==> src/sv/ppmd_pkg.sv <==
// shared types, constants and register codes of the ppm pulse train decoder
package ppmd_pkg;

    // channel slots decoded per frame; the index saturates here
    localparam int CHANNELS          = 16;
    // primary channels that take part in the live mask
    localparam int PRIMARY_CHANNELS  = 4;
    localparam int PRIMARY_W         = $clog2(PRIMARY_CHANNELS);

    localparam int TIME_W            = 16;
    localparam int COUNT_W           = 8;
    localparam int CHAN_W            = 5;
    localparam int CFG_IDX_W         = 2;
    localparam int CFG_DATA_W        = 16;

    localparam logic [TIME_W-1:0] SYNC_GAP_RESET  = 16'd2700;
    localparam logic [TIME_W-1:0] MIN_WIDTH_RESET = 16'd750;
    localparam logic [TIME_W-1:0] MAX_WIDTH_RESET = 16'd2250;
    localparam logic [TIME_W-1:0] FS_THRESH_RESET = 16'd975;

    localparam logic [PRIMARY_CHANNELS-1:0] MASK_FULL = '1;
    localparam logic [COUNT_W-1:0]          FS_DEC    = 8'd20;
    localparam logic [CHAN_W-1:0]           CHAN_LAST = CHAN_W'(CHANNELS);
    localparam logic [CHAN_W-1:0]           CHAN_PRIM = CHAN_W'(PRIMARY_CHANNELS);

    typedef enum logic [CFG_IDX_W-1:0] {
        CFG_SYNC_GAP  = 2'd0,
        CFG_MIN_WIDTH = 2'd1,
        CFG_MAX_WIDTH = 2'd2,
        CFG_FS_THRESH = 2'd3
    } t_cfg_idx;

    typedef struct packed {
        logic [TIME_W-1:0] sync_gap_limit;
        logic [TIME_W-1:0] min_valid_width;
        logic [TIME_W-1:0] max_valid_width;
        logic [TIME_W-1:0] failsafe_threshold;
    } t_cfg;

    typedef struct packed {
        logic [TIME_W-1:0]  edge_time;
        logic [COUNT_W-1:0] failsafe_count;
    } t_in;

    typedef struct packed {
        logic [CHAN_W-1:0]  channel_index;
        logic [TIME_W-1:0]  pulse_width;
        logic               width_stored;
        logic               frame_sync;
        logic [COUNT_W-1:0] failsafe_count_next;
    } t_out;

endpackage

==> src/sv/ppm_pulse_train_decoder_top.sv <==
// top level of the ppm pulse train decoder: input and result registers around the datapath
// Decodes a radio ppm pulse train one falling edge per request. Each input request
// carries a 16-bit microsecond timestamp and the current external fail-safe counter;
// each produces exactly one result with the interval since the previous edge (modulo
// 2^16, the first edge measured from time 0), the channel slot it addressed, whether
// the width fell strictly inside the valid window and was stored, whether it was a
// frame sync, and the fail-safe counter after an optional saturating decrement by 20.
// The block sustains one request per clock while the result side does not stall: a
// request is captured in an input register, evaluated by a single compare/subtract
// pass against the decoder state once the result register is empty or draining, and
// written to the result register. Back-pressure from the result side only stalls the
// input when both the input and result registers are occupied. Configuration writes
// take effect on the next clock and are expected only while the block is idle.
module ppm_pulse_train_decoder_top (
    input  logic                            i_clk,
    input  logic                            i_rst_n,
    // input request channel
    input  logic                            i_in_valid,
    output logic                            o_in_stall,
    input  ppmd_pkg::t_in                   i_in_data,
    // result channel
    output logic                            o_out_valid,
    input  logic                            i_out_stall,
    output ppmd_pkg::t_out                  o_out_data,
    // configuration write port
    input  logic                            i_cfg_we,
    input  logic [ppmd_pkg::CFG_IDX_W-1:0]  i_cfg_idx,
    input  logic [ppmd_pkg::CFG_DATA_W-1:0] i_cfg_data
);
    import ppmd_pkg::*;

    t_cfg cfg;
    t_out res;

    // input register
    logic r_in_valid;
    t_in  r_in_data;
    logic n_in_valid;

    // result register
    logic r_out_valid;
    t_out r_out_data;
    logic n_out_valid;

    logic in_accept;
    logic advance;

    // the held request moves on when the result register is empty or draining
    assign advance    = r_in_valid && (!r_out_valid || !i_out_stall);
    assign o_in_stall = r_in_valid && !advance;
    assign in_accept  = i_in_valid && !o_in_stall;

    always_comb begin
        n_in_valid = r_in_valid;
        if (in_accept) begin
            n_in_valid = 1'b1;
        end else if (advance) begin
            n_in_valid = 1'b0;
        end

        n_out_valid = r_out_valid;
        if (advance) begin
            n_out_valid = 1'b1;
        end else if (!i_out_stall) begin
            n_out_valid = 1'b0;
        end
    end

    always_ff @(posedge i_clk) begin
        if (!i_rst_n) begin
            r_in_valid  <= 1'b0;
            r_out_valid <= 1'b0;
        end else begin
            r_in_valid  <= n_in_valid;
            r_out_valid <= n_out_valid;
        end
    end

    // payload registers, no reset needed
    always_ff @(posedge i_clk) begin
        if (in_accept) begin
            r_in_data <= i_in_data;
        end
        if (advance) begin
            r_out_data <= res;
        end
    end

    ppmd_cfg_regs u_cfg (
        .i_clk      (i_clk),
        .i_rst_n    (i_rst_n),
        .i_cfg_we   (i_cfg_we),
        .i_cfg_idx  (i_cfg_idx),
        .i_cfg_data (i_cfg_data),
        .o_cfg      (cfg)
    );

    // decoder state advances exactly when a request is evaluated
    ppmd_calc u_calc (
        .i_clk   (i_clk),
        .i_rst_n (i_rst_n),
        .i_step  (advance),
        .i_item  (r_in_data),
        .i_cfg   (cfg),
        .o_res   (res)
    );

    assign o_out_valid = r_out_valid;
    assign o_out_data  = r_out_data;

    // stall toward the source only while a request is parked
    a_stall_parked: assert property (@(posedge i_clk) disable iff (!i_rst_n)
        o_in_stall |-> r_in_valid && r_out_valid && i_out_stall)
        else $error("input stalled without a parked request");

    // a frame sync restarts the index and never stores a width
    a_sync_result: assert property (@(posedge i_clk) disable iff (!i_rst_n)
        o_out_valid && o_out_data.frame_sync |->
            o_out_data.channel_index == '0 && !o_out_data.width_stored)
        else $error("frame sync result with nonzero index or stored width");

    // a stored width always addresses an in-range slot
    a_stored_range: assert property (@(posedge i_clk) disable iff (!i_rst_n)
        o_out_valid && o_out_data.width_stored |-> o_out_data.channel_index < CHAN_LAST)
        else $error("stored width on out-of-range slot");

    // an evaluated request always lands in the result register
    a_advance_out: assert property (@(posedge i_clk) disable iff (!i_rst_n)
        advance |=> r_out_valid)
        else $error("evaluated request lost");

endmodule

==> src/sv/ppmd_cfg_regs.sv <==
// configuration register file with reset defaults
module ppmd_cfg_regs (
    input  logic                          i_clk,
    input  logic                          i_rst_n,
    input  logic                          i_cfg_we,
    input  logic [ppmd_pkg::CFG_IDX_W-1:0]  i_cfg_idx,
    input  logic [ppmd_pkg::CFG_DATA_W-1:0] i_cfg_data,
    output ppmd_pkg::t_cfg                o_cfg
);
    import ppmd_pkg::*;

    t_cfg r_cfg;
    t_cfg n_cfg;

    always_comb begin
        n_cfg = r_cfg;
        if (i_cfg_we) begin
            unique case (t_cfg_idx'(i_cfg_idx))
                CFG_SYNC_GAP:  n_cfg.sync_gap_limit     = i_cfg_data;
                CFG_MIN_WIDTH: n_cfg.min_valid_width    = i_cfg_data;
                CFG_MAX_WIDTH: n_cfg.max_valid_width    = i_cfg_data;
                CFG_FS_THRESH: n_cfg.failsafe_threshold = i_cfg_data;
                default:       n_cfg = r_cfg;
            endcase
        end
    end

    always_ff @(posedge i_clk) begin
        if (!i_rst_n) begin
            r_cfg.sync_gap_limit     <= SYNC_GAP_RESET;
            r_cfg.min_valid_width    <= MIN_WIDTH_RESET;
            r_cfg.max_valid_width    <= MAX_WIDTH_RESET;
            r_cfg.failsafe_threshold <= FS_THRESH_RESET;
        end else begin
            r_cfg <= n_cfg;
        end
    end

    assign o_cfg = r_cfg;

endmodule

==> src/sv/ppmd_calc.sv <==
// edge interval, channel index, live mask and fail-safe decrement
module ppmd_calc (
    input  logic           i_clk,
    input  logic           i_rst_n,
    input  logic           i_step,
    input  ppmd_pkg::t_in  i_item,
    input  ppmd_pkg::t_cfg i_cfg,
    output ppmd_pkg::t_out o_res
);
    import ppmd_pkg::*;

    logic [TIME_W-1:0]           r_prev;
    logic [CHAN_W-1:0]           r_chan;
    logic [PRIMARY_CHANNELS-1:0] r_mask;

    logic [TIME_W-1:0]           n_prev;
    logic [CHAN_W-1:0]           n_chan;
    logic [PRIMARY_CHANNELS-1:0] n_mask;

    logic [TIME_W-1:0]           width;
    logic                        sync;
    logic                        in_window;
    logic                        stored;
    logic                        live;
    logic [PRIMARY_CHANNELS-1:0] mask_set;
    logic                        mask_done;
    logic [COUNT_W-1:0]          count_dec;

    always_comb begin
        width     = i_item.edge_time - r_prev;
        sync      = width > i_cfg.sync_gap_limit;
        in_window = (width > i_cfg.min_valid_width) && (width < i_cfg.max_valid_width);
        stored    = !sync && in_window && (r_chan < CHAN_LAST);
        live      = stored && (r_chan < CHAN_PRIM) && (width > i_cfg.failsafe_threshold);
        mask_set  = r_mask;
        if (live) begin
            mask_set = r_mask | (PRIMARY_CHANNELS'(1) << r_chan[PRIMARY_W-1:0]);
        end
        mask_done = stored && (mask_set == MASK_FULL);
        count_dec = (i_item.failsafe_count > FS_DEC) ? (i_item.failsafe_count - FS_DEC) : '0;

        n_prev = i_item.edge_time;
        n_mask = mask_done ? '0 : mask_set;
        if (sync) begin
            n_chan = '0;
        end else if (r_chan < CHAN_LAST) begin
            n_chan = r_chan + CHAN_W'(1);
        end else begin
            n_chan = r_chan;
        end

        o_res.channel_index       = sync ? '0 : r_chan;
        o_res.pulse_width         = width;
        o_res.width_stored        = stored;
        o_res.frame_sync          = sync;
        o_res.failsafe_count_next = mask_done ? count_dec : i_item.failsafe_count;
    end

    always_ff @(posedge i_clk) begin
        if (!i_rst_n) begin
            r_prev <= '0;
            r_chan <= '0;
            r_mask <= '0;
        end else if (i_step) begin
            r_prev <= n_prev;
            r_chan <= n_chan;
            r_mask <= n_mask;
        end
    end

    // index never runs past the saturation slot
    a_chan_range: assert property (@(posedge i_clk) disable iff (!i_rst_n)
        r_chan <= CHAN_LAST)
        else $error("channel index beyond saturation");

    // a completed mask never survives into the next edge
    a_mask_clear: assert property (@(posedge i_clk) disable iff (!i_rst_n)
        i_step && mask_done |=> r_mask == '0)
        else $error("live mask not cleared after fail-safe decrement");

    // the counter only moves when the mask completes
    a_count_move: assert property (@(posedge i_clk) disable iff (!i_rst_n)
        o_res.failsafe_count_next != i_item.failsafe_count |-> mask_done)
        else $error("fail-safe count changed without full mask");

endmodule

==> config.mk <==
export PLATFORM = sky130hd
export DESIGN_NAME = ppm_pulse_train_decoder_top
export DESIGN_NICKNAME = d
export VERILOG_FILES = /design/src/sv/ppmd_pkg.sv /design/src/sv/ppm_pulse_train_decoder_top.sv /design/src/sv/ppmd_cfg_regs.sv /design/src/sv/ppmd_calc.sv
export SDC_FILE = /design/constraint.sdc
export NUM_CORES = 1
export LEC_CHECK = 0
export ABC_AREA = 1
export BUFFER_PORTS_ARGS = -buffer_cell sky130_fd_sc_hd__buf_2
export CAP_MARGIN = 20
export CORE_MARGIN = 4
export CORE_UTILIZATION = 50
export CTS_CLUSTER_DIAMETER = 40
export CTS_CLUSTER_SIZE = 14
export DETAILED_ROUTE_END_ITERATION = 16
export MAX_ROUTING_LAYER = met4
export PLACE_DENSITY = 0.66
export SYNTH_ARGS = -nofsm -noshare
export SYNTH_HDL_FRONTEND = slang
export SYNTH_HIERARCHICAL = 1
export SYNTH_SLANG_ARGS = --single-unit
==> constraint.sdc <==
create_clock -name i_clk -period 4.83 [get_ports i_clk]
set_input_delay 0.2415 -clock i_clk [delete_from_list [all_inputs] [get_ports i_clk]]
set_output_delay 0.2415 -clock i_clk [all_outputs]
set_load 0.02 [all_outputs]
==> results.json, run 1 <==
{
  "outcome": "finished clean",
  "end_kind": "flop",
  "clock-sinks": 146,
  "antenna_found_initial": 0,
  "p_leak_nw": 4.67,
  "fin_nets": 1237,
  "area_growth_pct": 18.0,
  "worstHoldPathCells": 1,
  "yosysWarnings": 6,
  "drc_errors": 0,
  "crit_path_start_kind": "flop",
  "vias_per_cell": 4.87,
  "syn_area_um2": 7990,
  "worst_pin_slew_ps": 994,
  "finalSetupViolCount": 0,
  "crit_required_ps": 5010,
  "gr-total-overflow": 0,
  "worstSetupPathType": "flop to flop",
  "report.final.slew_viol_count": 0,
  "grt_pass1_wl_mm": 29.5,
  "min_period_over_period_pct": 91.3,
  "drt_first_pass_iters": 5,
  "vdd_drop_max_mv": 0.233,
  "ys_ff_latch": 146,
  "syn_inst": 1005,
  "relSlewSlack_pct": 33.7,
  "synth-edff-count": 55,
  "r2r_cells": 24,
  "r2r_slack_ps": 420,
  "fmax_mhz": 227,
  "r2r-end": "o_out_data[4]",
  "die_w_um": 134,
  "root_buffer": "clkbuf_16",
  "track_usage_pct": 21.2,
  "worstPathArrival_ps": 4590,
  "num_io_pins": 80,
  "antenna_left": 0,
  "hold_start": "i_in_data[8]",
  "avgSynthCellArea_um2": 7.95,
  "rsz0062_at_grt": "no",
  "clk-insertion-delay-late_ps": 420,
  "clkSlewWorstSetupHoldPaths_ps": 60,
  "period_needed_ps": 4410,
  "core_um2": 15400,
  "drive_gt1_share_pct": 13.0,
  "synthArstFlopShare_pct": 0,
  "io_buffers": 79,
  "gp_congestion": 0.869,
  "wire_per_inst_um": 13.5,
  "vias": 6477,
  "num_rows": 45,
  "clock_skew_ps": 7.53,
  "wl_mm": 18.0,
  "clockBufferDepth": 2,
  "die_h_um": 134,
  "cp_max_fo": 11,
  "syn_nets": 1137,
  "ys_types": 41,
  "power-per-cell-area_nw_per_um2": 383,
  "drt_iter0_drc": 437,
  "grt_pass1_vias": 5993,
  "die-area_um2": 18100,
  "ctsHtreeMaxLevel": 4,
  "cts_buffers": 17,
  "r2r-start": "r_in_data[10]",
  "fin_setup_tns_ps": 0,
  "worstHoldEndpoint": "r_in_data[8]",
  "stdcell_area_um2": 9430,
  "placedInstanceArea_um2": 8550,
  "grt_max_degree": 45,
  "cap_violations": 0,
  "num_antenna_cells": 0,
  "cts_setup_buffers": 0,
  "finalHoldViolations": 0,
  "ys_seq_area_share_pct": 43.5,
  "synthFlopType": "dfxtp_1",
  "cts_tree": "yes",
  "hold_class": "primary input to flop",
  "hpwl_mm": 12.6,
  "start_util_pct": 51.8
}
==> worst max-delay path, stage by stage (launching register included) <==
cell and delay, ps:
edfxtp_1 380, ha_1 360, nand2_1 90, nand2_1 50
a31oi_1 320, o21ai_2 110, a21o_2 200, a21oi_1 240
o21ai_2 110, xor2_1 420, ha_1 340, a21oi_1 150
nand2_1 60, nand2_1 50, nand2_1 70, nor2_2 120
nand2_2 110, nor2_4 120, nand4_1 90, nand2_1 110
nand3_2 120, nor2_4 270, inv_1 130, nand2_1 80
o21ai_1 50
==> how the worst max path moves through the flow <==
| stage | slack, ps | cells past startpoint | start | to |
|---|---|---|---|---|
| 5_1_grt | 10 | 23 | r_in_data[8] | o_out_data[6] |
| 3_3_place_gp | 560 | 25 | r_in_data[8] | o_out_data[4] |
| 2_1_floorplan | 1110 | 25 | r_in_data[8] | o_out_data[0] |
| 6_report | 420 | 24 | r_in_data[10] | o_out_data[4] |
| 4_1_cts | 430 | 26 | r_in_data[10] | o_out_data[4] |
| 3_5_place_dp | 430 | 26 | r_in_data[10] | o_out_data[4] |
==> metal layers <==
layer  GRT usage [%]  vias up  share of wire [%]
met5               -        -                  0
met4            7.86        0                2.2
met1            27.2     2898                 46
met3            4.28       31                5.1
met2            33.2      153                 46
li1                -     3395                  -
==> final cells by class <==
| type | instances | area (um^2) |
|---|---|---|
| clock buffers | 17 | 425 |
| clock inverters | 15 | 204 |
| repair buffers | 109 | 679 |
| well taps | 211 | 264 |
| flip-flops and latches | 146 | 3470 |
| fillers | 1396 | 6000 |
| inverters | 181 | 679 |
| multi-input cells | 650 | 3700 |
==> layout by cell type (no fill, tap or decap), drive strengths merged, types with 2 or more instances in the layout <==
master       count
nand2          232
inv            185
nor2           115
dfxtp           91
buf             85
ha              84
a21oi           75
edfxtp          55
nand3           53
o21ai           32
dlygate4sd3     23
clkbuf          18
nand4           15
xor2            12
nor3             7
clkinv           6
bufinv           4
xnor2            4
o21a             4
a21o             4
a211oi           3
a31oi            2
==> registers in the layout (all words and copies together), names as in the netlist <==
signal and count:
u_calc/r_mask 4, u_calc/r_chan 5, o_out_valid 1, r_in_valid 1, r_in_data 24, u_calc/r_prev 16, u_cfg/o_cfg 64, o_out_data 31
==> report_power, final <==
part | internal, mW | total, mW | switching, mW | leakage (nW)
Sequential | 1.36 | 1.39 | 0.0312 | 1.27
Combinational | 0.298 | 0.821 | 0.523 | 3.09
Clock | 0.870 | 1.40 | 0.528 | 0.308
Total | 2.53 | 3.61 | 1.08 | 4.67
==> metrics by stage <==
step	setup WS [ps]	utilization (%)	std cells	power, mW	hold slack [ps]
CTS	435	61.0	1327	3.64	5.18
detailed placement	434	55.4	1272	2.22	420
global placement	555	55.4	1272	2.21	418
global route	13.5	61.1	1329	3.82	7.74
finish	422	61.1	1329	3.61	25.8
floorplan	1110	-	1005	2.01	340
==> cells by family (layout without fill, tap and decap cells) <==
| group | count (synthesis) | count (layout) | synth area share [%] |
|---|---|---|---|
| AND/OR/NAND/NOR | 425 | 425 | 22.3 |
| buffers and inverters | 209 | 322 | 10.3 |
| flip-flops | 146 | 146 | 43.5 |
| AO/OA/AOI/OAI | 124 | 124 | 8.72 |
| adder cells (fa/ha/maj) | 85 | 85 | 13.4 |
| XOR/XNOR | 16 | 16 | 1.75 |
==> synthesized netlist by cell type (2+ instances only) <==
library cell    n  share of area, %
a211oi_1        3              0.28
a21o_1          3              0.28
a21oi_1        72               4.5
a21oi_2         3              0.33
a31oi_1         2              0.16
buf_1           3              0.14
buf_2           9              0.56
buf_4           2              0.19
buf_6           3              0.42
clkbuf_1       11              0.52
dfxtp_1        91                23
edfxtp_1       55                21
ha_1           84                13
inv_1         180               8.5
nand2_1       228                11
nand2_2         4              0.31
nand3_1        50               3.1
nand3_2         3              0.38
nand4_1        15               1.2
nor2_1        110               5.2
nor2_2          3              0.23
nor2_4          2              0.28
nor3_1          5              0.31
o21a_1          4              0.38
o21ai_0        22               1.4
o21ai_1         4              0.25
o21ai_2         6              0.66
xnor2_1         4              0.44
xor2_1         12               1.3
==> repair_timing <==
action | 4_1_cts | 5_1_grt
hold endpoints to repair | 23 | 0
hold buffers | 23 | 0
resized for setup | 0 | 0
Power figures use the tool's default switching activity.
==> run 2, diff against run 1 <==
CELL_PAD_IN_SITES_DETAIL_PLACEMENT = 1   (was unset)
CELL_PAD_IN_SITES_GLOBAL_PLACEMENT = 1   (was unset)
CORE_UTILIZATION = 44   (was 50)
PLACE_DENSITY = 0.77   (was 0.66)
REMOVE_ABC_BUFFERS = 1   (was unset)
==> results.json, run 2 (synthesis results as in run 1) <==
{
  "core_um2": 17900,
  "p_leak_nw": 4.68,
  "power_mw": 3.65,
  "track_usage_pct": 23.9,
  "clk-insertion-delay-late_ps": 440,
  "min_period_over_period_pct": 94.6,
  "critPathSlowestCell": "edfxtp_1",
  "fin_nets": 1243,
  "area_growth_pct": 18.6,
  "r2r_slack_ps": 260,
  "ctsHtreeMaxLevel": 4,
  "report.final.slew_viol_count": 0,
  "num_io_pins": 80,
  "fmax_mhz": 219,
  "cp_max_fo": 5,
  "vias_per_cell": 5.10,
  "die_h_um": 143,
  "clock-sinks": 146,
  "worstSetupPathType": "flop to flop",
  "crit_family": "simple AND/OR/NAND/NOR gates",
  "placedInstanceArea_um2": 8590,
  "largest_register_ffs": 64,
  "crit_buf_inv": 1,
  "cap_violations": 0,
  "cts_buffers": 17,
  "r2r-start": "r_in_data[10]",
  "die_w_um": 143,
  "power-per-cell-area_nw_per_um2": 386,
  "grt_max_degree": 55,
  "drt_first_pass_iters": 5,
  "hold_class": "primary input to flop",
  "worst_pin_slew_ps": 1060,
  "r2r-end": "o_out_data[0]",
  "clockBufferDepth": 2,
  "finalSetupViolCount": 0,
  "layout.cells.most_common_list": "nand2_1 (228), inv_1 (180), nor2_1 (110)",
  "grt_pass1_vias": 7168,
  "end_kind": "flop",
  "crit_path_start_kind": "flop",
  "grt_pass1_wl_mm": 37.0,
  "clock_skew_ps": 9.60,
  "fin_ws_ps": 260,
  "relSlewSlack_pct": 29.3,
  "cts_tree": "yes",
  "finalHoldViolations": 0,
  "io_buffers": 79,
  "wire_per_inst_um": 17.1,
  "hpwl_mm": 15.2,
  "die-area_um2": 20400,
  "crit_required_ps": 5000,
  "antenna_found_initial": 1,
  "antenna_left": 0,
  "fin_setup_tns_ps": 0,
  "wl_mm": 23.2,
  "worstHoldPathCells": 3,
  "start_util_pct": 44.6,
  "hold_start": "i_in_valid",
  "crit_path_start": "r_in_data[10]",
  "drt_iter0_drc": 304,
  "root_buffer": "clkbuf_16",
  "crit_path_frequent_cell": "nand2_1",
  "slowest_delay_ps": 450,
  "num_rows": 49,
  "worstPathArrival_ps": 4740,
  "final_common_cell": "nand2_1",
  "drive_gt1_share_pct": 13.3,
  "drc_errors": 0,
  "stdcell_area_um2": 9470,
  "holdWs_ps": 63.4,
  "vias": 6901,
  "vdd_drop_max_mv": 0.280,
  "dp_slack_ps": 333,
  "r2r_cells": 26,
  "gr-total-overflow": 0,
  "worstHoldEndpoint": "r_in_valid",
  "outcome": "finished clean",
  "period_needed_ps": 4570,
  "clkSlewWorstSetupHoldPaths_ps": 70,
  "gp_congestion": 0.812
}
run 2: repair_timing:
action,in CTS,in global routing
hold buffers,24,0
endpoints found under the setup margin,0,6
buffers inserted,0,4
endpoints found under the hold margin,24,0
resized for setup,0,2
run 2: through the flow:
stage | std cells | utilization (%)
global placement | 1292 | 48.0
detailed placement | 1292 | 48.0
global route | 1354 | 52.9
finish | 1354 | 52.9
CTS | 1348 | 52.6
floorplan | 977 | -
run 2: worst max path at each step:
| stage | endpoint | slack (ps) | cells past startpoint |
|---|---|---|---|
| after floorplan | u_calc/r_chan[2] | 940 | 7 |
| after global placement | o_out_data[4] | 540 | 26 |
| after detailed placement | o_out_data[6] | 330 | 26 |
| after CTS | o_out_data[6] | 270 | 25 |
| after global routing | o_out_data[0] | -40 | 26 |
| final | o_out_data[0] | 260 | 26 |
run 2: worst min-delay path, delay by kind of cell:
kind | cells | cell delay (ps)
compound gates | 1 | 50
buf+inv | 2 | 160
run 2: final cells by class:
class,instances,area [um^2]
repair buffers,115,723
clock inverters,12,145
inverters,181,679
well taps,229,287
flip-flops and latches,146,3470
diodes,1,2.50
multi-input cells,650,3720
clock buffers,20,447
fillers,2226,8430
run 2: routing by layer:
| metal | vias up | global-route usage, % | part of all wire, % |
|---|---|---|---|
| li1 | 3412 | - | - |
| met1 | 3305 | 27.9 | 44 |
| met2 | 136 | 41.1 | 50 |
| met3 | 48 | 4.42 | 3.2 |
| met4 | 0 | 9.05 | 2.6 |
| met5 | - | - | 0 |
run 2: where the power goes:
group | total, mW | internal [mW] | switching [mW]
clock | 1.36 | 0.786 | 0.574
sequential | 1.40 | 1.36 | 0.0358
combinational | 0.895 | 0.310 | 0.585
